### src/hdl/swcw_sqrt_cell.sv
`timescale 1ns / 1ps
`default_nettype none
// ----------------------------------------------------------------------------
// swcw_sqrt_cell
// One cell of the square root chain: settles one root bit per cell.
// ----------------------------------------------------------------------------
module swcw_sqrt_cell #(
   parameter int QW = 17,
   parameter int SW = 27
) (
   input  wire logic              clock,
   input  wire logic              reset,
   input  wire logic              adv,
   input  wire logic              vld_in,
   input  wire logic [SW-1:0]     side_in,
   input  wire logic [2*QW-1:0]   v_in,
   input  wire logic [QW+2:0]     rem_in,
   input  wire logic [QW-1:0]     root_in,
   output logic                   vld_out,
   output logic [SW-1:0]          side_out,
   output logic [2*QW-1:0]        v_out,
   output logic [QW+2:0]          rem_out,
   output logic [QW-1:0]          root_out
);

   logic [QW+2:0] rem_sh;
   logic [QW+2:0] trial;
   logic          take;

   // bring down two radicand bits and try the next root bit
   always_comb begin
      rem_sh = {rem_in[QW:0], v_in[2*QW-1 -: 2]};
      trial  = {1'b0, root_in, 2'b01};
      take   = (rem_sh >= trial);
   end

   always_ff @(posedge clock) begin
      if (reset) begin
         vld_out <= 1'b0;
      end else if (adv) begin
         vld_out <= vld_in;
      end
   end

   // advance data to the neighbor cell
   always_ff @(posedge clock) begin
      if (adv) begin
         side_out <= side_in;
         v_out    <= v_in << 2;
         rem_out  <= take ? (rem_sh - trial) : rem_sh;
         root_out <= {root_in[QW-2:0], take};
      end
   end

endmodule
`default_nettype wire

### config.mk
export PLATFORM = sky130hd
export DESIGN_NAME = swcw_sqrt_cell
export DESIGN_NICKNAME = d
export VERILOG_FILES = /design/src/hdl/swcw_sqrt_cell.sv
export SDC_FILE = /design/constraint.sdc
export NUM_CORES = 1
export LEC_CHECK = 0
export BUFFER_PORTS_ARGS = -buffer_cell sky130_fd_sc_hd__buf_2
export CAP_MARGIN = 30
export CORE_MARGIN = 4
export CORE_UTILIZATION = 47
export DETAILED_ROUTE_END_ITERATION = 7
export PLACE_DENSITY_LB_ADDON = 0.15
export SYNTH_ARGS = -nofsm -noshare
export SYNTH_HDL_FRONTEND = slang
export SYNTH_SLANG_ARGS = --single-unit
### constraint.sdc
create_clock -name clock -period 3.5 [get_ports clock]
set_clock_uncertainty 0.1 [all_clocks]
set_input_delay 0.525 -clock clock [delete_from_list [all_inputs] [get_ports clock]]
set_output_delay 0.525 -clock clock [all_outputs]
set_load 0.02 [all_outputs]
# --- Word-level counts from Yosys, hierarchy flattened ---
# Index checks and enable logic that the tools add are counted.
word_totals:
  reg_bits: 97
  mem_bits_ro: 0
  mem_bits_rw: 0
  memories: 0
  latchBits: 0
classes:
  add_sub_neg: 1
  n_mul: 0
  n_bitwise: 0
  div_mod_pow: 0
  muxes: 1
  magnitude_cmp: 1
  shift: 0
  n_eq_ne: 0
  reduce_logical: 0
op_table:
  columns: ["operator", "n"]
  rows:
  - [">= comparator 20 x 19 -> 1 bit", 1]
  - ["2-to-1 mux 20 bit", 1]
  - ["subtractor 20 x 19 -> 20 bit", 1]

# --- Longest topological paths before layout ---
# Gate-level depths: netlist (run 1).
logic_depth:
  word_depth: 2
  ltp_mapped: 11
  depth_no_buf: 9

# --- Worst setup path before layout (run 1) ---
# OpenSTA, ideal clock, no wires.
synth_timing:
  kind: "input to register"
  from: "input root_in[10]"
  to: "register rem_out[10], data pin"
  t_arrival_ns: 2.504
  stages: 10
  path_slack_ns: 0.636
  n_path_buf: 2
  required_time_ns: 3.140
  cell_sequence: "inv_1 > ha_1 > clkbuf_2 > and4_1 > nand4_1 > o31a_1 > a21o_1 > a31oi_4 > buf_12 > mux2_4"
synth_between:
  elab_chain_len: 2
synth_rtl:
  columns: ["element", "line", "rtl"]
  rows:
  - ["start: declaration", "18", "input wire logic [QW-1:0] root_in,"]
  - [">= comparator 20 x 19 -> 1 bit", "34", "take = (rem_sh >= trial);"]
  - ["2-to-1 mux 20 bit", "50", "rem_out <= take ? (rem_sh - trial) : rem_sh;"]
  - ["end signal: assignment", "50", null]
  - ["end: declaration", "22", "output logic [QW+2:0] rem_out,"]
# No other way between the ends.
# A chain may end at the register's enable or synchronous reset.

# --- Final worst setup path (run 1) ---
layout_timing:
  from: "input root_in[0]"
  to: "register rem_out[12], data pin"
layout_between:
  elab_chain_len: 2
  elab_cells_between_ends: 3
  cone_classes: "1 x add/sub; 1 x order compare; 1 x mux"
layout_rtl:
  columns: ["element", "line"]
  rows:
  - ["subtractor 20 x 19 -> 20 bit / >= comparator 20 x 19 -> 1 bit (equally long branches)", "50, 34"]
  - ["2-to-1 mux 20 bit *", "50"]
# Every way passes the cells marked *; elsewhere a longest branch is shown, timed or not.

==> results.sh, run 1 <==
export IMPL_hold_path_depth=2
export IMPL_firstDrtPassIters=4
export IMPL_die_y_microns=104
export IMPL_grt_pass1_wl_microns=15800
export IMPL_hp_class="in2reg"
export IMPL_seqPwrFrac_pct=50.7
export IMPL_numPortBuffers=196
export IMPL_post_route_min_period_ps=2810
export IMPL_powerDensity_mw_per_mm2=504
export IMPL_maxCapViolCount=0
export IMPL_timing_fmax_mhz=356
export IMPL_wl_per_cell_microns=16.3
export IMPL_drt_total_wl_microns=9890
export IMPL_period_share_pct=80.3
export IMPL_max_slew_margin_pct=53.8
export IMPL_synth_cell_types=41
export IMPL_cts_sinks=97
export IMPL_synth_area_sq_mm=0.00433
export IMPL_synthTopCellsByArea="edfxtp_1 67%, ha_1 5.5%, mux2_4 4.5%, xnor2_1 2.2%, inv_1 2.2%"
export IMPL_swShare_pct=28.6
export IMPL_comb_power_share_pct=22.8
export IMPL_n_antenna_cell=0
export IMPL_switching_power_uw=810
export IMPL_fin_tns_setup_ps=0
export IMPL_startpoint="root_in[0]"
export IMPL_critical_path_buf_inv_count=3
export IMPL_cts_resized=0
export IMPL_drc=0
export IMPL_dp_hpwl_microns=7800
export IMPL_crit_chain="buf_2, inv_1, ha_1, nor2b_1, o21ai_1, a311oi_1, o22ai_2, a31oi_4, buf_4, mux2_4"
export IMPL_critPathTopFamily="compound AO/OA/AOI/OAI gates"
export IMPL_nets=615
export IMPL_gp_congestion=0.834
export IMPL_start_kind="input pin"
export IMPL_p_int_uw=2020
export IMPL_grt_pass1_vias=3086
export IMPL_hold_viol=0
export IMPL_final_cells=607
export IMPL_fin_total_pwr_uw=2830
export IMPL_numCtsBuffers=9
export IMPL_ys_seq_elements=97
export IMPL_outcome="completed"
export IMPL_drv_slew=0
export IMPL_drtIter0Drc=111
export IMPL_ctsHtreeMaxLevel=3
export IMPL_cts_setup_buffers=0
export IMPL_r2r_start="vld_out"
export IMPL_slowest_delay_ps=450
export IMPL_r2r_cells=2
export IMPL_synth_most_common_cell="edfxtp_1"
export IMPL_path_clk_slew_ps=100
export IMPL_worstPathRequired_ps=3510
export IMPL_worstSetupEndpointType="flop"
export IMPL_track_usage_pct=18.3
export IMPL_cts_tree="yes"
export IMPL_synthToLayoutAreaGrowth_pct=29.5
export IMPL_dp_cells=591
export IMPL_rsz0062_at_grt="false"
export IMPL_antenna_found_initial=0
export IMPL_critPathArrivalTime_ps=2820
export IMPL_yosys_area_top_type="edfxtp_1"
export IMPL_final_setup_viol_count=0
export IMPL_die_area_sq_mm=0.0108
export IMPL_yosysWarningCount=0
export IMPL_die_width_microns=104
export IMPL_worstHoldStart="reset"
export IMPL_synth_top_area_share_pct=66.6
export IMPL_synth_common_cells="96 x edfxtp_1, 25 x inv_1, 19 x ha_1, 16 x a21oi_1"
export IMPL_cp_depth=10
export IMPL_io_pins=201
export IMPL_initial_utilization_pct=49.0
export IMPL_root_buffer="clkbuf_8"
export IMPL_synthFlopType="edfxtp_1"
export IMPL_rows=34
export IMPL_cp_slowest_cell="a311oi_1"
export IMPL_ir_drop_mv=0.243
export IMPL_clock_path_buffers=2
export IMPL_syn_avg_cell_area_sq_um=15.0
export IMPL_drive_gt1_share_pct=47.5
export IMPL_avgViaCountPerCell=5.02
export IMPL_cp_max_fo=13
export IMPL_yosysSeqAreaShare_pct=67.0
export IMPL_cts_hold_buf=0
export IMPL_antenna_left=0
export IMPL_worstMarginPinSlew_ps=693
export IMPL_vias=3047
export IMPL_syn_inst=289
export IMPL_leakage_uw=0.00251
export IMPL_clk_insertion_delay_late_ps=360
export IMPL_core_region_area_sq_mm=0.00885
export IMPL_async_flop_share_pct=0
export IMPL_critical_path_class="in2reg"
export IMPL_power_frac_clock_pct=26.5
export IMPL_synth_edff_count=96
export IMPL_grt_overflow=0
export IMPL_grt_max_degree=55
## worst paths after layout
kind,endpoint,slack [ps]
worst max-delay path,rem_out[12],690
worst min-delay path,vld_out,210
worst max register to register,vld_out,2820
worst min register to register,vld_out,410
## placed cells by master (no fill, tap or decap), types with 2 or more instances in the layout
cell,n
buf_2,195
edfxtp_1,96
inv_1,25
ha_1,19
a21oi_1,16
nand2_1,14
nor2_1,14
o21ai_0,13
mux2_4,13
xnor2_1,11
clkbuf_8,9
nand4_1,6
a211oi_1,6
o211ai_1,6
buf_4,6
xor2_1,5
nand3_1,4
o21a_1,4
nor3_1,4
inv_6,3
a21o_1,2
nor2b_1,2
o22ai_2,2
a31oi_1,2
mux2_2,2
conb_1,2
## flip-flops by register name, indices dropped and copies added, names as in the netlist
| name | cells |
|---|---|
| rem_out | 20 |
| side_out | 27 |
| root_out | 17 |
| vld_out | 1 |
| v_out | 32 |
## logic make-up after synthesis
kind of cell	Yosys count	share of synthesized area, %
fa+ha+maj	19	5.49
other cells	1	0.0866
xor+xnor	17	3.61
buf+inv	33	4.16
flops	97	67.0
compound gates	58	9.21
mux	16	5.26
simple gates	48	5.17
## metrics by stage
step | utilization (%) | instance area [sq um] | setup WS, ps | hold slack [ps]
final | 63.4 | 5610 | 690 | 211
after CTS | 63.4 | 5610 | 675 | 195
after detailed placement | 61.1 | 5410 | 282 | 392
after floorplan | - | 4340 | 636 | 479
after global placement | 61.1 | 5410 | 313 | 370
after global routing | 63.4 | 5610 | 556 | 191
## final cells by class
type	count	area [sq um]
fillers	727	3240
flip-flops and latches	97	2900
multi-input cells	160	1250
repair buffers	201	1020
well taps	108	135
clock buffers	9	124
inverters	25	93.8
clock inverters	7	81.3
## layer usage
metal | vias to the layer above | wire length [microns] | global-route usage [%]
met3 | 11 | 768 | 6.46
met1 | 1421 | 3860 | 20.4
met5 | - | 0 | 0
li1 | 1494 | - | -
met4 | 0 | 140 | 4.84
met2 | 121 | 5120 | 33.1
## power groups by stage
stage          combinational, uW  sequential (uW)  clock [uW]
2_1_floorplan                278             1610           0
3_3_place_gp                 642             1460           0
3_5_place_dp                 652             1460           0
4_1_cts                      654             1440         776
5_1_grt                      698             1440         820
6_report                     645             1430         750
Power figures use the tool's default switching activity.
==> run 2, diff against run 1 <==
ABC_AREA = 1   (was not set)
clock period = 2.7 ns   (was 3.5 ns; I/O delays follow)
==> run 2 against run 1 <==
Effect of this change: synthesized cell count is 47% higher; setup slack lost 9.7 ps; die area increased by 3.5%; total power increased by 24%; sequential cell count is the same; worst hold slack worse by 110 ps; first-iteration DRC count is 50% higher; sequential share of layout area is 1.8 points lower; critical path depth rose by 2; sequential power grew 29%; non-clock buffer count down 4; wire length increased by 9.7%; critical endpoint is now rem_out[10]; largest power group unchanged.
==> results.sh, run 2 <==
export IMPL_grt_pass1_wl_microns=17300
export IMPL_cts_resized=0
export IMPL_powerDensity_mw_per_mm2=606
export IMPL_fin_total_pwr_uw=3520
export IMPL_final_setup_viol_count=0
export IMPL_top_regs="v_out (32), side_out (27), rem_out (20)"
export IMPL_die_width_microns=106
export IMPL_hold_viol=0
export IMPL_cp_max_fo=22
export IMPL_fin_area_sq_mm=0.00581
export IMPL_drt_total_wl_microns=10900
export IMPL_grt_pass1_vias=3501
export IMPL_synth_top_area_share_pct=64.1
export IMPL_swShare_pct=30.8
export IMPL_post_route_min_period_ps=2020
export IMPL_numPortBuffers=196
export IMPL_fin_tns_setup_ps=0
export IMPL_cts_hold_buf=0
export IMPL_synth_cell_types=27
export IMPL_mostFrequentLayoutCell="buf_2"
export IMPL_ys_seq_elements=97
export IMPL_dp_hpwl_microns=8630
export IMPL_r2r_start="vld_out"
export IMPL_timing_fmax_mhz=495
export IMPL_drv_slew=0
export IMPL_ctsHtreeMaxLevel=3
export IMPL_synth_area_sq_mm=0.00450
export IMPL_root_buffer="clkbuf_8"
export IMPL_rsz0062_at_grt="false"
export IMPL_drive_gt1_share_pct=35.9
export IMPL_placedInstanceArea_sq_mm=0.00562
export IMPL_grt_max_degree=70
export IMPL_synthFlopType="edfxtp_1"
export IMPL_worstSetupEndpointType="flop"
export IMPL_fin_hold_ws_ps=95.8
export IMPL_path_clk_slew_ps=90
export IMPL_outcome="completed"
export IMPL_synth_most_common_cell="nand2_1"
export IMPL_avgViaCountPerCell=4.65
export IMPL_die_y_microns=106
export IMPL_startpoint="root_in[14]"
export IMPL_yosysWarningCount=0
export IMPL_synth_edff_count=96
export IMPL_leakage_uw=0.00285
export IMPL_synth_common_cells="142 x nand2_1, 96 x edfxtp_1, 55 x inv_1, 26 x nor2_1, 22 x nand3_1"
export IMPL_switching_power_uw=1090
export IMPL_worstPathRequired_ps=2720
export IMPL_clk_insertion_delay_late_ps=360
export IMPL_cts_tree="yes"
export IMPL_n_antenna_cell=0
export IMPL_die_area_sq_mm=0.0112
export IMPL_period_share_pct=74.8
export IMPL_grt_overflow=0
export IMPL_numCtsBuffers=9
export IMPL_gp_congestion=0.872
export IMPL_antenna_found_initial=1
export IMPL_regMostFlops="v_out"
export IMPL_drc=0
export IMPL_hp_class="in2reg"
export IMPL_synthToLayoutAreaGrowth_pct=29.2
export IMPL_syn_avg_cell_area_sq_um=10.6
export IMPL_seqPwrFrac_pct=52.5
export IMPL_cts_setup_buffers=0
export IMPL_drtIter0Drc=166
export IMPL_io_pins=201
export IMPL_track_usage_pct=19.6
export IMPL_syn_inst=424
export IMPL_final_cell_mix="195 x buf_2, 142 x nand2_1, 96 x edfxtp_1"
export IMPL_yosys_area_top_type="edfxtp_1"
export IMPL_wl_per_cell_microns=14.2
export IMPL_initial_utilization_pct=48.4
export IMPL_yosysSeqAreaShare_pct=64.6
export IMPL_p_int_uw=2430
export IMPL_core_region_area_sq_mm=0.00928
export IMPL_critPathArrivalTime_ps=2040
export IMPL_maxCapViolCount=0
export IMPL_async_flop_share_pct=0
export IMPL_power_frac_clock_pct=25.5
export IMPL_critical_path_class="in2reg"
export IMPL_rows=35
export IMPL_ir_drop_mv=0.285
export IMPL_worstHoldStart="reset"
export IMPL_clock_path_buffers=2
export IMPL_vias=3542
export IMPL_largest_reg_flops=32
export IMPL_cts_sinks=97
export IMPL_comb_power_share_pct=22.0
export IMPL_start_kind="input pin"
export IMPL_nets=749
export IMPL_antenna_left=0
export IMPL_firstDrtPassIters=4
export IMPL_synthTopCellsByArea="edfxtp_1 64%, nand2_1 12%, ha_1 5.3%, inv_1 4.6%, nand3_1 2.4%"
-- run 2: worst max-delay path: stages --
cell and delay (ps):
buf_2 90, inv_1 40, ha_1 340, nand2_1 170
nor3_1 220, nand3_1 100, nand2_1 70, nor2_1 60
nand2_4 240, inv_4 170, nand2_1 90, nand2_1 50
-- run 2: final timing paths --
path              slack (ps)     endpoint  cells past startpoint
setup / recovery         680  rem_out[10]                     12
hold / removal           100      vld_out                      2
setup reg to reg        2000      vld_out                      2
hold reg to reg          440      vld_out                      2
-- run 2: per-layer routing --
layer / global-route usage, % / wire [microns] / up-vias
met5: 0 / 13 / -
met4: 8.05 / 248 / 2
met3: 5.02 / 811 / 26
met2: 34.7 / 5460 / 128
met1: 22.5 / 4320 / 1589
li1: - / - / 1797
-- run 2: power groups by stage --
| stage | combinational, uW | clock (uW) | sequential, uW |
|---|---|---|---|
| global route | 859 | 1000 | 1860 |
| detailed placement | 781 | 0 | 1880 |
| finish | 773 | 898 | 1850 |
| CTS | 783 | 927 | 1850 |
| floorplan | 290 | 0 | 2080 |
| global placement | 773 | 0 | 1880 |
-- run 2: cell families after synthesis --
kind of cell | synth area share (%)
AOI/OAI and AO/OA | 2.37
xor gates and xnor gates | 1.95
adders and majority gates | 5.29
buffers and inverters | 6.23
DFF | 64.6
muxes | 0.223
other | 0.0834
and+or+nand+nor | 19.3
-- run 2: area by class of cell --
type / count / area (sq um)
clock buffers: 9 / 124
clock inverters: 7 / 66.3
multi-input cells: 261 / 1320
inverters: 62 / 235
well taps: 129 / 161
fillers: 830 / 3470
repair buffers: 197 / 1000
flip-flops and latches: 97 / 2900
-- run 2: stage by stage --
step	std cells	setup WS [ps]	utilization, %
finish	762	680	62.6
global route	762	416	62.6
CTS	762	681	62.6
detailed placement	746	300	60.5
global placement	746	304	60.5
floorplan	425	728	-
==> run 3, diff against run 2 <==
clock period = 1.9 ns   (was 2.7 ns; I/O delays follow)
==> run 3 against run 2 <==
Effect of this change: total power increased by 51%; sequential cell count unchanged; via count increased by 17%; core utilization increased by 13 points; non-clock buffer count increased by 129; largest power group unchanged; first-iteration DRC count decreased by 19%; global-route usage increased by 5.1 points.
==> results.sh, run 3 (same netlist as run 2, synthesis figures left out) <==
export IMPL_n_antenna_cell=0
export IMPL_rsz0062_at_grt="false"
export IMPL_hp_class="in2reg"
export IMPL_die_y_microns=106
export IMPL_post_route_min_period_ps=1760
export IMPL_initial_utilization_pct=48.4
export IMPL_dp_hpwl_microns=9200
export IMPL_worstPathRequired_ps=1920
export IMPL_cp_max_fo=3
export IMPL_critical_path_class="in2reg"
export IMPL_outcome="completed"
export IMPL_final_core_util_pct=75.3
export IMPL_leakage_uw=0.00343
export IMPL_numPortBuffers=196
export IMPL_critPathCapture="rem_out[10]"
export IMPL_path_clk_slew_ps=90
export IMPL_cts_setup_buffers=0
export IMPL_startpoint="root_in[7]"
export IMPL_hold_viol=0
export IMPL_ctsHtreeMaxLevel=3
export IMPL_root_buffer="clkbuf_8"
export IMPL_drv_slew=0
export IMPL_firstDrtPassIters=4
export IMPL_r2r_start="vld_out"
export IMPL_timing_fmax_mhz=568
export IMPL_final_cell_mix="195 x buf_2, 141 x nand2_1, 96 x edfxtp_1"
export IMPL_die_width_microns=106
export IMPL_critPathArrivalTime_ps=1780
export IMPL_fill_cells=717
export IMPL_drt_total_wl_microns=13700
export IMPL_r2r_cells=2
export IMPL_antenna_found_initial=1
export IMPL_io_pins=201
export IMPL_regMostFlops="v_out"
export IMPL_largest_reg_flops=32
export IMPL_avgViaCountPerCell=4.65
export IMPL_setup_ws_ps=138
export IMPL_ir_drop_mv=0.512
export IMPL_regToRegEndpoint="vld_out"
export IMPL_numCtsBuffers=9
export IMPL_track_usage_pct=24.7
export IMPL_clock_path_buffers=2
export IMPL_fin_total_pwr_uw=5310
export IMPL_r2r_slack_ps=1200
export IMPL_gp_congestion=0.887
export IMPL_clk_insertion_delay_late_ps=350
export IMPL_mostFrequentLayoutCell="buf_2"
export IMPL_powerDensity_mw_per_mm2=759
export IMPL_grt_max_degree=36
export IMPL_maxCapViolCount=0
export IMPL_grt_overflow=0
export IMPL_fin_tns_setup_ps=0
export IMPL_synthToLayoutAreaGrowth_pct=55.5
export IMPL_cts_sinks=97
export IMPL_worstSetupEndpointType="flop"
export IMPL_grt_pass1_wl_microns=21600
export IMPL_grt_pass1_vias=4343
export IMPL_cts_tree="yes"
export IMPL_pre_cts_ws_ps=-305
export IMPL_final_setup_viol_count=0
export IMPL_antenna_left=0
export IMPL_fin_hold_ws_ps=20.0
export IMPL_nets=878
export IMPL_die_area_sq_mm=0.0112
export IMPL_top_regs="v_out (32), side_out (27), rem_out (20)"
export IMPL_wl_per_cell_microns=15.3
export IMPL_drc=0
export IMPL_vias=4144
export IMPL_rows=35
export IMPL_drive_gt1_share_pct=38.3
export IMPL_start_kind="input pin"
export IMPL_drtIter0Drc=135
export IMPL_core_region_area_sq_mm=0.00928
export IMPL_period_share_pct=92.7
==> run 3: how the worst min path moves through the flow <==
stage                from           end  slack, ps  depth (start not counted)
4_1_cts        root_in[9]  root_out[10]       0.05                          1
5_1_grt        root_in[7]   root_out[8]          3                          1
6_report       root_in[9]  root_out[10]         20                          1
2_1_floorplan       reset       vld_out        260                          1
3_5_place_dp        reset       vld_out        350                          2
3_3_place_gp        reset       vld_out        340                          2
==> run 3: per-stage QoR <==
stage	instances	area (sq um)
finish	891	6990
global route	891	6990
CTS	891	6960
detailed placement	806	6090
global placement	806	6090
floorplan	425	4500
==> run 3: layout make-up <==
type,count,area (sq um),share of cell area [%]
multi-input combinational,261,1340,19.2
inverter,62,238,3.40
tap,129,161,2.31
timing repair buffer,326,2170,31.0
sequential,97,2900,41.5
clock buffer,10,128,1.83
clock inverter,6,51.3,0.734
==> run 3: report_power, final <==
| part | internal, uW | leakage, uW | switching (uW) |
|---|---|---|---|
| combinational | 610 | 0.00240 | 809 |
| clock | 493 | 0.0000810 | 757 |
| sequential | 2580 | 0.000947 | 53.9 |
| total | 3690 | 0.00343 | 1620 |
==> run 3: worst max-delay path: stages <==
cell and delay [ps]:
buf_2 100, inv_1 40, ha_1 310, nand2_1 80, nand2_1 80, buf_4 140
a21oi_1 160, nand3_1 160, buf_4 170, xor2_1 130, nand2_1 60, nand2_1 60
==> run 3: metal layers <==
| layer | part of all wire [%] | GRT usage [%] | vias to the layer above |
|---|---|---|---|
| met4 | 2.4 | 7.68 | 2 |
| met3 | 7.5 | 7.65 | 31 |
| met1 | 37 | 26.3 | 1889 |
| met5 | 0.095 | 0 | - |
| met2 | 53 | 46.3 | 167 |
| li1 | - | - | 2055 |
==> run 3: what timing repair did <==
item	4_1_cts	5_1_grt
hold buffers	69	0
resized for setup	0	7
endpoints found under the hold margin	69	0
endpoints found under the setup margin	0	19
