==> config.mk <==
export PLATFORM = sky130hd
export DESIGN_NAME = swcw_cordic_cell
export DESIGN_NICKNAME = d
export VERILOG_FILES = /design/src/hdl/swcw_pkg.sv /design/src/hdl/swcw_cordic_cell.sv
export SDC_FILE = /design/constraint.sdc
export NUM_CORES = 1
export LEC_CHECK = 0
export ABC_CLOCK_PERIOD_IN_PS = 2600
export BUFFER_PORTS_ARGS = -buffer_cell sky130_fd_sc_hd__buf_2
export CAP_MARGIN = 40
export CELL_PAD_IN_SITES_DETAIL_PLACEMENT = 0
export CELL_PAD_IN_SITES_GLOBAL_PLACEMENT = 1
export CORE_UTILIZATION = 38
export CTS_BUF_LIST = sky130_fd_sc_hd__clkbuf_2 sky130_fd_sc_hd__clkbuf_4 sky130_fd_sc_hd__clkbuf_8
export DETAILED_ROUTE_END_ITERATION = 8
export GPL_ROUTABILITY_DRIVEN = 0
export PLACE_DENSITY_LB_ADDON = 0.1
export SETUP_SLACK_MARGIN = 0.15
export SLEW_MARGIN = 20
export SYNTH_ARGS = -nofsm -noshare
export SYNTH_HDL_FRONTEND = slang
export SYNTH_SLANG_ARGS = --single-unit
==> constraint.sdc <==
create_clock -name clock -period 2.6 [get_ports clock]
set_clock_uncertainty 0.1 [all_clocks]
set_input_delay 0.26 -clock clock [delete_from_list [all_inputs] [get_ports clock]]
set_output_delay 0.26 -clock clock [all_outputs]
set_load 0.02 [all_outputs]
==> src/hdl/swcw_pkg.sv <==
`timescale 1ns / 1ps
`default_nettype none
// ----------------------------------------------------------------------------
// swcw_pkg
// Shared constants and the arctangent table of the swirl warp unit.
// ----------------------------------------------------------------------------
package swcw_pkg;

   // CORDIC datapath widths: Q30 vector with guard bits, angle in 2^-24 turn
   localparam int XW = 33;
   localparam int ZW = 25;
   localparam logic signed [XW-1:0] GAIN_Q30 = 33'sd652032874;

   // Field widths
   localparam int TURN_W = 19;
   localparam int OUT_W  = 18;
   localparam int QB     = 19;   // quotient bits of the turn division

   // Configuration port
   localparam int CSR_IDX_W  = 4;
   localparam int CSR_DATA_W = 32;

   localparam logic [CSR_IDX_W-1:0] REG_CENTER_X     = 4'd0;
   localparam logic [CSR_IDX_W-1:0] REG_CENTER_Y     = 4'd1;
   localparam logic [CSR_IDX_W-1:0] REG_SWIRL_RADIUS = 4'd2;
   localparam logic [CSR_IDX_W-1:0] REG_MAX_TURN     = 4'd3;

   // Quadrant codes (top two angle bits)
   localparam logic [1:0] QUAD_0 = 2'd0;
   localparam logic [1:0] QUAD_1 = 2'd1;
   localparam logic [1:0] QUAD_2 = 2'd2;
   localparam logic [1:0] QUAD_3 = 2'd3;

   // atan(2^-i) in units of 2^-24 turn
   function automatic logic [ZW-1:0] atan_val(input int idx);
      logic [ZW-1:0] val;
      begin
         case (idx)
            0:  val = 25'd2097152;
            1:  val = 25'd1238021;
            2:  val = 25'd654136;
            3:  val = 25'd332050;
            4:  val = 25'd166669;
            5:  val = 25'd83416;
            6:  val = 25'd41718;
            7:  val = 25'd20860;
            8:  val = 25'd10430;
            9:  val = 25'd5215;
            10: val = 25'd2608;
            11: val = 25'd1304;
            12: val = 25'd652;
            13: val = 25'd326;
            14: val = 25'd163;
            15: val = 25'd81;
            16: val = 25'd41;
            17: val = 25'd20;
            18: val = 25'd10;
            19: val = 25'd5;
            20: val = 25'd3;
            21: val = 25'd1;
            22: val = 25'd1;
            default: val = 25'd0;
         endcase
         return val;
      end
   endfunction

endpackage
`default_nettype wire

==> src/hdl/swcw_cordic_cell.sv <==
`timescale 1ns / 1ps
`default_nettype none
// ----------------------------------------------------------------------------
// swcw_cordic_cell
// One micro-rotation of the rotation-mode CORDIC chain.
// ----------------------------------------------------------------------------
module swcw_cordic_cell #(
   parameter int IDX = 0,
   parameter int SW  = 29
) (
   input  wire logic                           clock,
   input  wire logic                           reset,
   input  wire logic                           adv,
   input  wire logic                           vld_in,
   input  wire logic [SW-1:0]                  side_in,
   input  wire logic signed [swcw_pkg::XW-1:0] x_in,
   input  wire logic signed [swcw_pkg::XW-1:0] y_in,
   input  wire logic signed [swcw_pkg::ZW-1:0] z_in,
   output logic                                vld_out,
   output logic [SW-1:0]                       side_out,
   output logic signed [swcw_pkg::XW-1:0]      x_out,
   output logic signed [swcw_pkg::XW-1:0]      y_out,
   output logic signed [swcw_pkg::ZW-1:0]      z_out
);

   localparam logic signed [swcw_pkg::ZW-1:0] ATAN = swcw_pkg::atan_val(IDX);

   logic signed [swcw_pkg::XW-1:0] xs;
   logic signed [swcw_pkg::XW-1:0] ys;

   always_comb begin
      xs = x_in >>> IDX;
      ys = y_in >>> IDX;
   end

   always_ff @(posedge clock) begin
      if (reset) begin
         vld_out <= 1'b0;
      end else if (adv) begin
         vld_out <= vld_in;
      end
   end

   // turn toward the residual angle
   always_ff @(posedge clock) begin
      if (adv) begin
         side_out <= side_in;
         if (!z_in[swcw_pkg::ZW-1]) begin
            x_out <= x_in - ys;
            y_out <= y_in + xs;
            z_out <= z_in - ATAN;
         end else begin
            x_out <= x_in + ys;
            y_out <= y_in - xs;
            z_out <= z_in + ATAN;
         end
      end
   end

endmodule
`default_nettype wire

# After elaboration in Yosys (flattened, before gate mapping)

Cells that the tools add are included.

Mux-type cells: 3
Add/subtract/negate cells: 5

Operators by type and width:

| operator                 | count |
|---|---|
| $mux W33                 | 2 |
| $sub A33 B33 Y33         | 2 |
| $add A33 B33 Y33         | 1 |
| $add A25 B23 Y25 const B | 1 |
| $mux W25                 | 1 |
| $sub A25 B23 Y25 const B | 1 |

Input port bits: 124
Register bits after elaboration: 121
Logic and storage cells: 13
Output and inout port bits: 121

# Logic depth before layout (Yosys ltp)

Gate-level depths: netlist (run 1).

Depth after elaboration: 2
Mapped depth: 12
Depth with buffers taken out: 11

# Least setup slack after synthesis (run 1)

Ideal clock, no wire load.

Path kind: input-to-reg
From: in x_in[0] in the netlist's numbering
To: reg x_out[26] in the netlist's numbering, data pin
Setup time: 255 ps
Required time: 2245 ps
Arrival time: 2259 ps
Path slack: -14 ps
Path buffers: 0
Cell stages on the path: 11
Path through: inv_1 -> ha_1 -> fa_1 -> nand2b_1 -> o21bai_1 -> a211oi_2 -> o31ai_2 -> a211oi_1 -> o311ai_2 -> a21oi_1 -> a31o_1

Word-level cells in the longest chain between the ends: 2
Elaborated cells on any way between the ends: 3
Classes of those cells: add/sub (2); mux (1)

Ends and longest elaborated chain:

| item                                                 | RTL line                                       | text |
|---|---|---|
| start: declaration                                   | swcw_cordic_cell.sv:16                         | `input wire logic signed [swcw_pkg::XW-1:0] x_in,` |
| $sub A33 B33 Y33 or $add A33 B33 Y33 (tied branches) | swcw_cordic_cell.sv:49, swcw_cordic_cell.sv:53 |  |
| $mux W33 *                                           | swcw_cordic_cell.sv:48                         | `if (!z_in[swcw_pkg::ZW-1]) begin` |
| end signal: assignment                               | swcw_cordic_cell.sv:49                         | `x_out <= x_in - ys;` |
| end signal: assignment                               | swcw_cordic_cell.sv:53                         | `x_out <= x_in + ys;` |
| end: declaration                                     | swcw_cordic_cell.sv:21                         | `output logic signed [swcw_pkg::XW-1:0] x_out,` |

Mark *: on every way between the ends. The rest lies on a longest branch, timed or not.
A chain may end at the register's enable or synchronous reset.

# Worst setup path in the final report (run 1)

From: in x_in[4] in the netlist's numbering
To: reg y_out[29] in the netlist's numbering, data pin

Word-level cells in the longest chain between the ends: 2
Elaborated cells on any way between the ends: 3
Classes of those cells: add/sub (2); mux (1)

Ends and longest elaborated chain:

| item                                                 | RTL line                                       | text |
|---|---|---|
| $add A33 B33 Y33 or $sub A33 B33 Y33 (tied branches) | swcw_cordic_cell.sv:50, swcw_cordic_cell.sv:54 |  |
| $mux W33 *                                           | swcw_cordic_cell.sv:48                         |  |
| end signal: assignment                               | swcw_cordic_cell.sv:50                         | `y_out <= y_in + xs;` |
| end signal: assignment                               | swcw_cordic_cell.sv:54                         | `y_out <= y_in - xs;` |
| end: declaration                                     | swcw_cordic_cell.sv:22                         | `output logic signed [swcw_pkg::XW-1:0] y_out,` |

Marks and branches as above.

==> flow_summary.toml, run 1 <==
[outcome]
status = "finished clean"

[place]
place_inst = 1798
io_buffers = 244
hpwl_um = 27330

[logic_synthesis]
synth-main-ff-cell = "edfxtp_1"
syn_area_sq_mm = 0.009508
synthesis.nets = 1236
avgSynthCellArea_sq_um = 9.414
syn_inst = 1010
synth_edf_count = 119
synth_top_cell_by_area = "edfxtp_1"
yosysSeqAreaShare_pct = 37.79
synthArstFlopShare_pct = 0
yosysWarnings = 0
ys_ff_latch = 120
synth_top_area_share_pct = 37.58
ys_top_cells_by_area = "edfxtp_1 38%, ha_1 13%, a21oi_1 6.2%, xnor2_1 5.3%, inv_1 3.9%"
ys_types = 80

[routing]
via_per_inst = 5.162
ant_nets = 0
vias = 9782
wl_per_cell_um = 18.20
drtIter0Drc = 660
drt-total-wl_um = 34490
drc = 0
drt-pass1-iter-count = 5

[sta]
finalCriticalPeriod_ns = 2.408
fin_crit_sh_pct = 92.63
slew_headroom_pct = 58.69
fmax_mhz = 415.2
finalSetupViolCount = 0
setup-tns-final_ns = 0
hold_violations = 0
rsz0062_at_grt = "yes"
worstMarginPinSlew_ns = 0.6132
slew_violations = 0

[global_route]
grt_start_max_net_pins = 91
grt_antenna_before_repair = 0
grt_util_all_layers_pct = 26.58
grt_pass1_wl_um = 52310
first_global_vias = 9412
grt_overflow = 0

[worst_setup_path]
cp_top_family = "compound AO/OA/AOI/OAI gates"
crit_required_ns = 2.73
crit_path_end_kind = "register"
crit_path_start_kind = "input pin"
path_buf_inv = 3
worst_ep_arrival_time_ns = 2.53
path_cells = "buf_2 > inv_1 > ha_4 > a211oi_1 > o21ai_1 > a221o_2 > buf_4 > a211oi_2 > o221a_2 > nor2_1 > a31oi_1 > xnor2_1"
path_class = "input pin to register"
crit_path_top_delay_cell = "a221o_2"
cp_slowest_stage_delay_ns = 0.43
cp_max_fo = 7

[power_and_ir_drop]
p_total_uw = 7282
ir_worst_vdd_mv = 0.2600
power_leakage_uw = 0.006563
switchingPower_uw = 2789
p_per_area_mw_per_mm2 = 500.3
seq_power_share_pct = 34.9
cellInternalPower_uw = 4493
pwr-share-comb_pct = 41.4
p_clk_share_pct = 23.8
p_sw_share_pct = 38.31

[floorplan]
io_pins = 245
core_sq_mm = 0.02446
die_h_um = 160.2
dieWidth_um = 160.2
rows = 57
die-area_sq_mm = 0.02566
start_util_pct = 38.87

[clocking]
clk_path_buf_depth = 2
htree_levels = 4
cts_tree = "yes"
clkSlewWorstSetupHoldPaths_ns = 0.10
cts.sinks = 120
clkLatencyLatePin_ns = 0.45
cts_buffers = 17
cts-root-buf = "clkbuf_8"

[cells_and_area]
final_cell_mix = "273 x buf_4, 234 x buf_2, 119 x edfxtp_1, 104 x a21oi_1, 94 x inv_1"
nNetsFinal = 1784
area_delta_synth_final_pct = 53.10
mostFrequentLayoutCell = "buf_4"
final_cells = 1895
antennaDiodeCount = 0
layout-drive-gt1-share_pct = 41.88

[flow_run]
max-cap-violations = 0

[min_path]
min_path_type = "input pin to register"
-- cell families after synthesis --
kind of cell	Yosys count	synth area share, %
simple gates	227	11.58
xor+xnor	63	5.803
buf+inv	151	7.119
compound gates	333	22.48
mux	14	1.487
fa+ha+maj	102	13.74
flops	120	37.79
-- worst paths after layout --
kind / slack, ns / from / endpoint / depth (start not counted)
hold / removal: 0.07 / z_in[22] / z_out[22]$_DFFE_PP_ / 2
setup reg to reg: 1.34 / vld_out$_SDFFE_PP0P_ / vld_out$_SDFFE_PP0P_ / 3
setup / recovery: 0.19 / x_in[4] / y_out[29]$_DFFE_PP_ / 12
hold reg to reg: 0.98 / vld_out$_SDFFE_PP0P_ / vld_out$_SDFFE_PP0P_ / 3
-- flip-flops by register name, summed over array words and instances (netlist names) --
signal,flops
x_out,33
y_out,32
side_out,29
vld_out,1
z_out,25
-- cell usage after synthesis, types with 6 or more instances --
| library cell | instances |
|---|---|
| nor4_1 | 9 |
| or2_2 | 8 |
| a211oi_1 | 11 |
| ha_1 | 98 |
| nand3_1 | 15 |
| o31ai_1 | 9 |
| nand4_1 | 15 |
| edfxtp_1 | 119 |
| xnor2_1 | 58 |
| a21o_1 | 16 |
| nand2_1 | 48 |
| a21oi_1 | 117 |
| o21ai_0 | 74 |
| nor2b_1 | 8 |
| inv_1 | 99 |
| nor3_1 | 19 |
| nor2_1 | 74 |
| nand2b_1 | 11 |
| o21bai_1 | 16 |
| or3_1 | 9 |
| buf_6 | 10 |
| mux2i_1 | 13 |
| o211ai_1 | 16 |
| buf_2 | 6 |
| a31oi_1 | 9 |
| buf_4 | 6 |
| clkbuf_1 | 19 |
-- layer usage --
layer  vias up  global-route usage [%]  part of all wire [%]
met4         0                   6.277                   1.2
met3        31                   3.688                   5.5
li1       4763                       -                     -
met5         -                       0                     0
met1      4648                   35.82                    45
met2       340                   44.90                    48
-- final cells by class --
class	count	area [sq um]
repair buffers	575	3946
clock buffers	17	234.0
well taps	324	405.4
clock inverters	15	152.6
inverters	105	396.6
multi-input cells	739	5828
flip-flops and latches	120	3593
fillers	2197	9906
-- repair_timing --
action / 4_1_cts / 5_1_grt
hold buffers: 53 / 0
resized for setup: 20 / 104
buffers inserted: 3 / 9
hold endpoints to repair: 52 / 0
pin swaps: 13 / 39
setup endpoints to repair: 24 / 39
-- power by group through the flow --
| stage | logic, uW | clock network [uW] | registers [uW] |
|---|---|---|---|
| floorplan | 1170 | 0 | 2890 |
| global placement | 2740 | 0 | 2580 |
| detailed placement | 2750 | 0 | 2590 |
| CTS | 2860 | 1770 | 2540 |
| global route | 3240 | 1830 | 2560 |
| finish | 3010 | 1730 | 2540 |
-- through the flow --
stage          setup WS (ns)  hold WS, ns  area (sq um)  util, %
2_1_floorplan        0.08500       0.2324          9641        -
3_3_place_gp         -0.5613       0.3366         13020    53.21
3_5_place_dp         -0.5605       0.3384         13020    53.21
4_1_cts               0.1031      0.05135         14050    57.43
5_1_grt               0.1074      0.07133         14560    59.51
6_report              0.1917      0.06964         14560    59.51
Note: power is estimated with default switching activity, not from simulation.
==> run 2: changes to the inputs <==
RECOVER_POWER = 100   (was default)
==> run 2 against run 1 <==
  * The flow now finishes with violations (max-capacitance violations, max-slew violations)
  * Global-route usage unchanged
  * Utilization down 1.2 points
  * Non-clock buffer count unchanged
  * Cell count unchanged
  * Die area unchanged
  * Register-to-register slack worse by 0.02 ns
  * Combinational power down 3%
  * Fmax down 1.8%
  * Worst setup slack worse by 0.045 ns
  * Wire length up 0.23%
  * Critical endpoint is now y_out[31]$_DFFE_PP_
  * Largest cell class unchanged
  * Largest power group unchanged
==> flow_summary.toml, run 2 (synthesized netlist as in run 1, its figures left out) <==
[routing]
drtIter0Drc = 671
vias = 9758
drc = 0
top_layer = "met4"
met2WireLength_um = 16600
drt-pass1-iter-count = 5
drt-total-wl_um = 34570
ant_nets = 0
wl_met1_um = 15630
wl_per_cell_um = 18.24
via_per_inst = 5.149
met3_length_um = 1924

[place]
io_buffers = 244
hpwl_um = 27330
placed_area_sq_mm = 0.01302
dp_slack_ns = -0.5605

[floorplan]
die-area_sq_mm = 0.02566
io_pins = 245
die_h_um = 160.2
start_util_pct = 38.87
core_sq_mm = 0.02446
rows = 57
dieWidth_um = 160.2

[sta]
fin_ws_ns = 0.1471
fin_crit_sh_pct = 94.34
finalSetupViolCount = 0
fmax_mhz = 407.7
setup-tns-final_ns = 0
holdWs_ns = 0.06938
slew_headroom_pct = -13.80
rsz0062_at_grt = "yes"
finalCriticalPeriod_ns = 2.453
worstMarginPinSlew_ns = 1.707
hold_violations = 0
slew_violations = 25

[flow_run]
max-cap-violations = 1

[clocking]
cts.sinks = 120
clkSlewWorstSetupHoldPaths_ns = 0.09
clk_path_buf_depth = 2
cts_tree = "yes"
htree_levels = 4
clkLatencyLatePin_ns = 0.45
cts_buffers = 17
cts-root-buf = "clkbuf_8"

[cells_and_area]
largest_reg_flops = 33
layout-drive-gt1-share_pct = 32.34
mostFrequentLayoutCell = "buf_4"
postLayoutCellArea_sq_mm = 0.01427
area_delta_synth_final_pct = 50.13
largestRegisters = "x_out: 33 flops, y_out: 32 flops, side_out: 29 flops"
antennaDiodeCount = 0
final_cell_mix = "256 x buf_4, 140 x clkbuf_1, 119 x edfxtp_1, 106 x a21oi_1, 103 x buf_2"
postLayoutCoreUtil_pct = 58.35
regMostFlops = "x_out"
nNetsFinal = 1784

[power_and_ir_drop]
p_sw_share_pct = 38.77
pwr-share-comb_pct = 40.5
p_per_area_mw_per_mm2 = 504.0
cellInternalPower_uw = 4405
power_leakage_uw = 0.006149
ir_worst_vdd_mv = 0.2660
switchingPower_uw = 2789
p_clk_share_pct = 24.1
seq_power_share_pct = 35.4

[outcome]
status = "finished, violations left"
violations = "max-capacitance violations, max-slew violations"

[global_route]
grt_pass1_wl_um = 52310
grt_util_all_layers_pct = 26.58
first_global_vias = 9412
grt_antenna_before_repair = 0
grt_start_max_net_pins = 91
grt_overflow = 0

[worst_setup_path]
cp_max_fo = 7
worst_ep_arrival_time_ns = 2.57
crit_required_ns = 2.71
crit_path_end_kind = "register"
setup.worst_path.start = "x_in[4]"
crit_path_start_kind = "input pin"
path_class = "input pin to register"
r2r_slack_ns = 1.32
timing.rr.start = "vld_out$_SDFFE_PP0P_"

[min_path]
min_path_type = "input pin to register"
min_from = "z_in[22]"
[run 2: cell types whose count changed in the layout (fill, tap and decap cells not counted), sizes merged]
cell	previous run	this run
clkbuf	17	166
buf	522	373
[run 2: final timing paths]
check | endpoint | depth (start not counted)
setup / recovery | y_out[31]$_DFFE_PP_ | 12
hold reg to reg | vld_out$_SDFFE_PP0P_ | 3
hold / removal | z_out[22]$_DFFE_PP_ | 2
setup reg to reg | vld_out$_SDFFE_PP0P_ | 3
[run 2: power by group through the flow]
stage / sequential (uW) / combinational [uW] / clock [uW]
2_1_floorplan: 2890 / 1170 / 0
6_report: 2550 / 2910 / 1730
3_3_place_gp: 2580 / 2740 / 0
3_5_place_dp: 2590 / 2750 / 0
4_1_cts: 2540 / 2860 / 1770
5_1_grt: 2570 / 3130 / 1830
[run 2: worst max-delay path, stage by stage]
cell      delay [ns]
buf_2           0.10
inv_1           0.06
ha_4            0.34
nand3_2         0.11
buf_4           0.16
nor2_1          0.09
a221o_2         0.21
a41oi_2         0.22
o41a_1          0.55
o211ai_1        0.19
o211ai_1        0.13
xnor2_1         0.14
[run 2: layer usage]
metal | global-route usage (%) | vias up
li1 | - | 4765
met1 | 35.82 | 4646
met2 | 44.90 | 318
met3 | 3.688 | 29
met4 | 6.277 | 0
met5 | 0 | -
[run 2: final cells by class]
class	instances	area (sq um)
Tap cell	324	405.4
Fill cell	2304	10190
Inverter	105	396.6
Multi-Input combinational cell	739	5761
Clock inverter	15	152.6
Sequential cell	120	3593
Timing Repair Buffer	575	3731
Clock buffer	17	234.0
[run 2: through the flow]
stage | std cells | total power, uW
after floorplan | 1010 | 4065
after global placement | 1798 | 5320
after detailed placement | 1798 | 5331
after CTS | 1886 | 7166
after global routing | 1895 | 7538
final | 1895 | 7194
[run 2: repair_timing]
| item | in CTS | in global routing |
|---|---|---|
| hold endpoints to repair | 52 | 0 |
| hold buffers | 53 | 0 |
| endpoints found under the setup margin | 24 | 39 |
| pin swaps | 13 | 39 |
| gates resized for setup | 20 | 104 |
| buffers inserted | 3 | 9 |
| gates cloned | 0 | 0 |
==> run 3: changes to the inputs <==
HOLD_SLACK_MARGIN = 0.08   (was default)
==> run 3 against run 2 <==
  * Power grew 0.12%
  * Final area up 0.25%
  * Global-route usage about the same
  * The flow still finishes with violations (max-capacitance violations, max-slew violations)
  * Sequential share of layout area shrank 0.062 points
  * Via count fell by 0.14%
  * Critical path depth unchanged
  * Non-clock buffer count up 1
  * Die area unchanged
==> flow_summary.toml, run 3 (synthesized netlist as in run 1, its figures left out) <==
[power_and_ir_drop]
cellInternalPower_uw = 4409
pwr-share-comb_pct = 40.5
ir_worst_vdd_mv = 0.2660
p_clk_share_pct = 24.1
seq_power_share_pct = 35.4
p_sw_share_pct = 38.78
switchingPower_uw = 2793
power_leakage_uw = 0.006164
p_per_area_mw_per_mm2 = 503.4

[floorplan]
die_h_um = 160.2
core_sq_mm = 0.02446
start_util_pct = 38.87
io_pins = 245
dieWidth_um = 160.2
rows = 57
die-area_sq_mm = 0.02566

[cells_and_area]
nNetsFinal = 1785
largestRegisters = "x_out: 33 flops, y_out: 32 flops, side_out: 29 flops"
area_delta_synth_final_pct = 50.49
largest_reg_flops = 33
mostFrequentLayoutCell = "buf_4"
layout-drive-gt1-share_pct = 32.63
regMostFlops = "x_out"
final_cells = 1896
final_cell_mix = "259 x buf_4, 138 x clkbuf_1, 119 x edfxtp_1, 105 x a21oi_1, 102 x buf_2"
postLayoutCellArea_sq_mm = 0.01431
antennaDiodeCount = 0

[routing]
wl_per_cell_um = 18.31
via_per_inst = 5.139
vias = 9744
drtIter0Drc = 665
drt-pass1-iter-count = 5
drt-total-wl_um = 34710
ant_nets = 0
drc = 0

[sta]
rsz0062_at_grt = "yes"
finalCriticalPeriod_ns = 2.454
finalSetupViolCount = 0
hold_violations = 0
slew_violations = 25
fmax_mhz = 407.6
setup-tns-final_ns = 0
slew_headroom_pct = -14.41
holdWs_ns = 0.09316
worstMarginPinSlew_ns = 1.716
fin_crit_sh_pct = 94.37

[flow_run]
max-cap-violations = 1

[worst_setup_path]
cp_slowest_stage_delay_ns = 0.55
crit_required_ns = 2.71
crit_top_cell = "o211ai_1"
path_cells = "buf_2 > inv_1 > ha_4 > nand3_2 > buf_4 > nor2_1 > a221o_2 > a41oi_2 > o41a_1 > o211ai_1 > o211ai_1 > xnor2_1"
crit_path_end_kind = "register"
path_class = "input pin to register"
ff2ff_path_depth = 3
crit_path_start_kind = "input pin"
crit_path_top_delay_cell = "o41a_1"
cp_max_fo = 7
worst_ep_arrival_time_ns = 2.57

[min_path]
min_path_type = "input pin to register"
min_path_cells = 3

[clocking]
cts_tree = "yes"
cts.sinks = 120
cts_buffers = 17
clk_path_buf_depth = 2
clkLatencyLatePin_ns = 0.45
clkSlewWorstSetupHoldPaths_ns = 0.09
htree_levels = 4
cts-root-buf = "clkbuf_8"

[global_route]
grt_util_all_layers_pct = 26.61
grt_pass1_wl_um = 52360
first_global_vias = 9414
grt_antenna_before_repair = 0
grt_overflow = 0
grt_start_max_net_pins = 91

[place]
place_inst = 1798
io_buffers = 244
hpwl_um = 27330
placed_area_sq_mm = 0.01302

[outcome]
violations = "max-capacitance violations, max-slew violations"
status = "finished, violations left"
==> run 3: area by class of cell <==
type / instances / area, sq um
Clock buffer: 17 / 234.0
Inverter: 105 / 396.6
Timing Repair Buffer: 576 / 3751
Clock inverter: 15 / 152.6
Fill cell: 2302 / 10150
Tap cell: 324 / 405.4
Multi-Input combinational cell: 739 / 5776
Sequential cell: 120 / 3593
==> run 3: through the flow <==
stage          setup WS (ns)  total power (uW)  util [%]
4_1_cts               0.1031              7167     57.48
5_1_grt              0.05105              7550     58.49
2_1_floorplan        0.08500              4065         -
3_3_place_gp         -0.5613              5320     53.21
3_5_place_dp         -0.5605              5331     53.21
6_report              0.1465              7202     58.49
==> run 3: power groups by stage <==
| stage | Sequential [uW] | Combinational (uW) | Clock [uW] |
|---|---|---|---|
| floorplan | 2890 | 1170 | 0 |
| global placement | 2580 | 2740 | 0 |
| detailed placement | 2590 | 2750 | 0 |
| CTS | 2540 | 2860 | 1770 |
| global route | 2570 | 3140 | 1840 |
| finish | 2550 | 2920 | 1730 |
==> run 3: metal layers <==
layer / up-vias / part of all wire, % / track usage [%] / wire (um)
li1: 4771 / - / - / -
met4: 0 / 1.2 / 6.277 / 429
met2: 323 / 48 / 44.90 / 16730
met5: - / 0 / 0 / 0
met3: 38 / 5.7 / 3.740 / 1991
met1: 4612 / 45 / 35.87 / 15560
==> run 3: final timing paths <==
check,startpoint,endpoint,slack [ns]
worst min register to register,vld_out$_SDFFE_PP0P_,vld_out$_SDFFE_PP0P_,1.01
worst max-delay path,x_in[4],y_out[31]$_DFFE_PP_,0.15
worst min-delay path,y_in[0],x_out[0]$_DFFE_PP_,0.09
worst max register to register,vld_out$_SDFFE_PP0P_,vld_out$_SDFFE_PP0P_,1.29
==> run 3: timing repair <==
| item | CTS | global route |
|---|---|---|
| pin swaps | 13 | 40 |
| setup endpoints to repair | 24 | 39 |
| hold endpoints to repair | 53 | 0 |
| resized for setup | 20 | 107 |
| buffers inserted | 3 | 9 |
| hold buffers | 54 | 0 |
==> run 3: worst max-delay path, delay by kind of cell <==
family,cells,cell delay (ns)
compound gates,5,1.30
xor+xnor,1,0.14
fa+ha+maj,1,0.34
buf+inv,3,0.32
simple gates,2,0.20
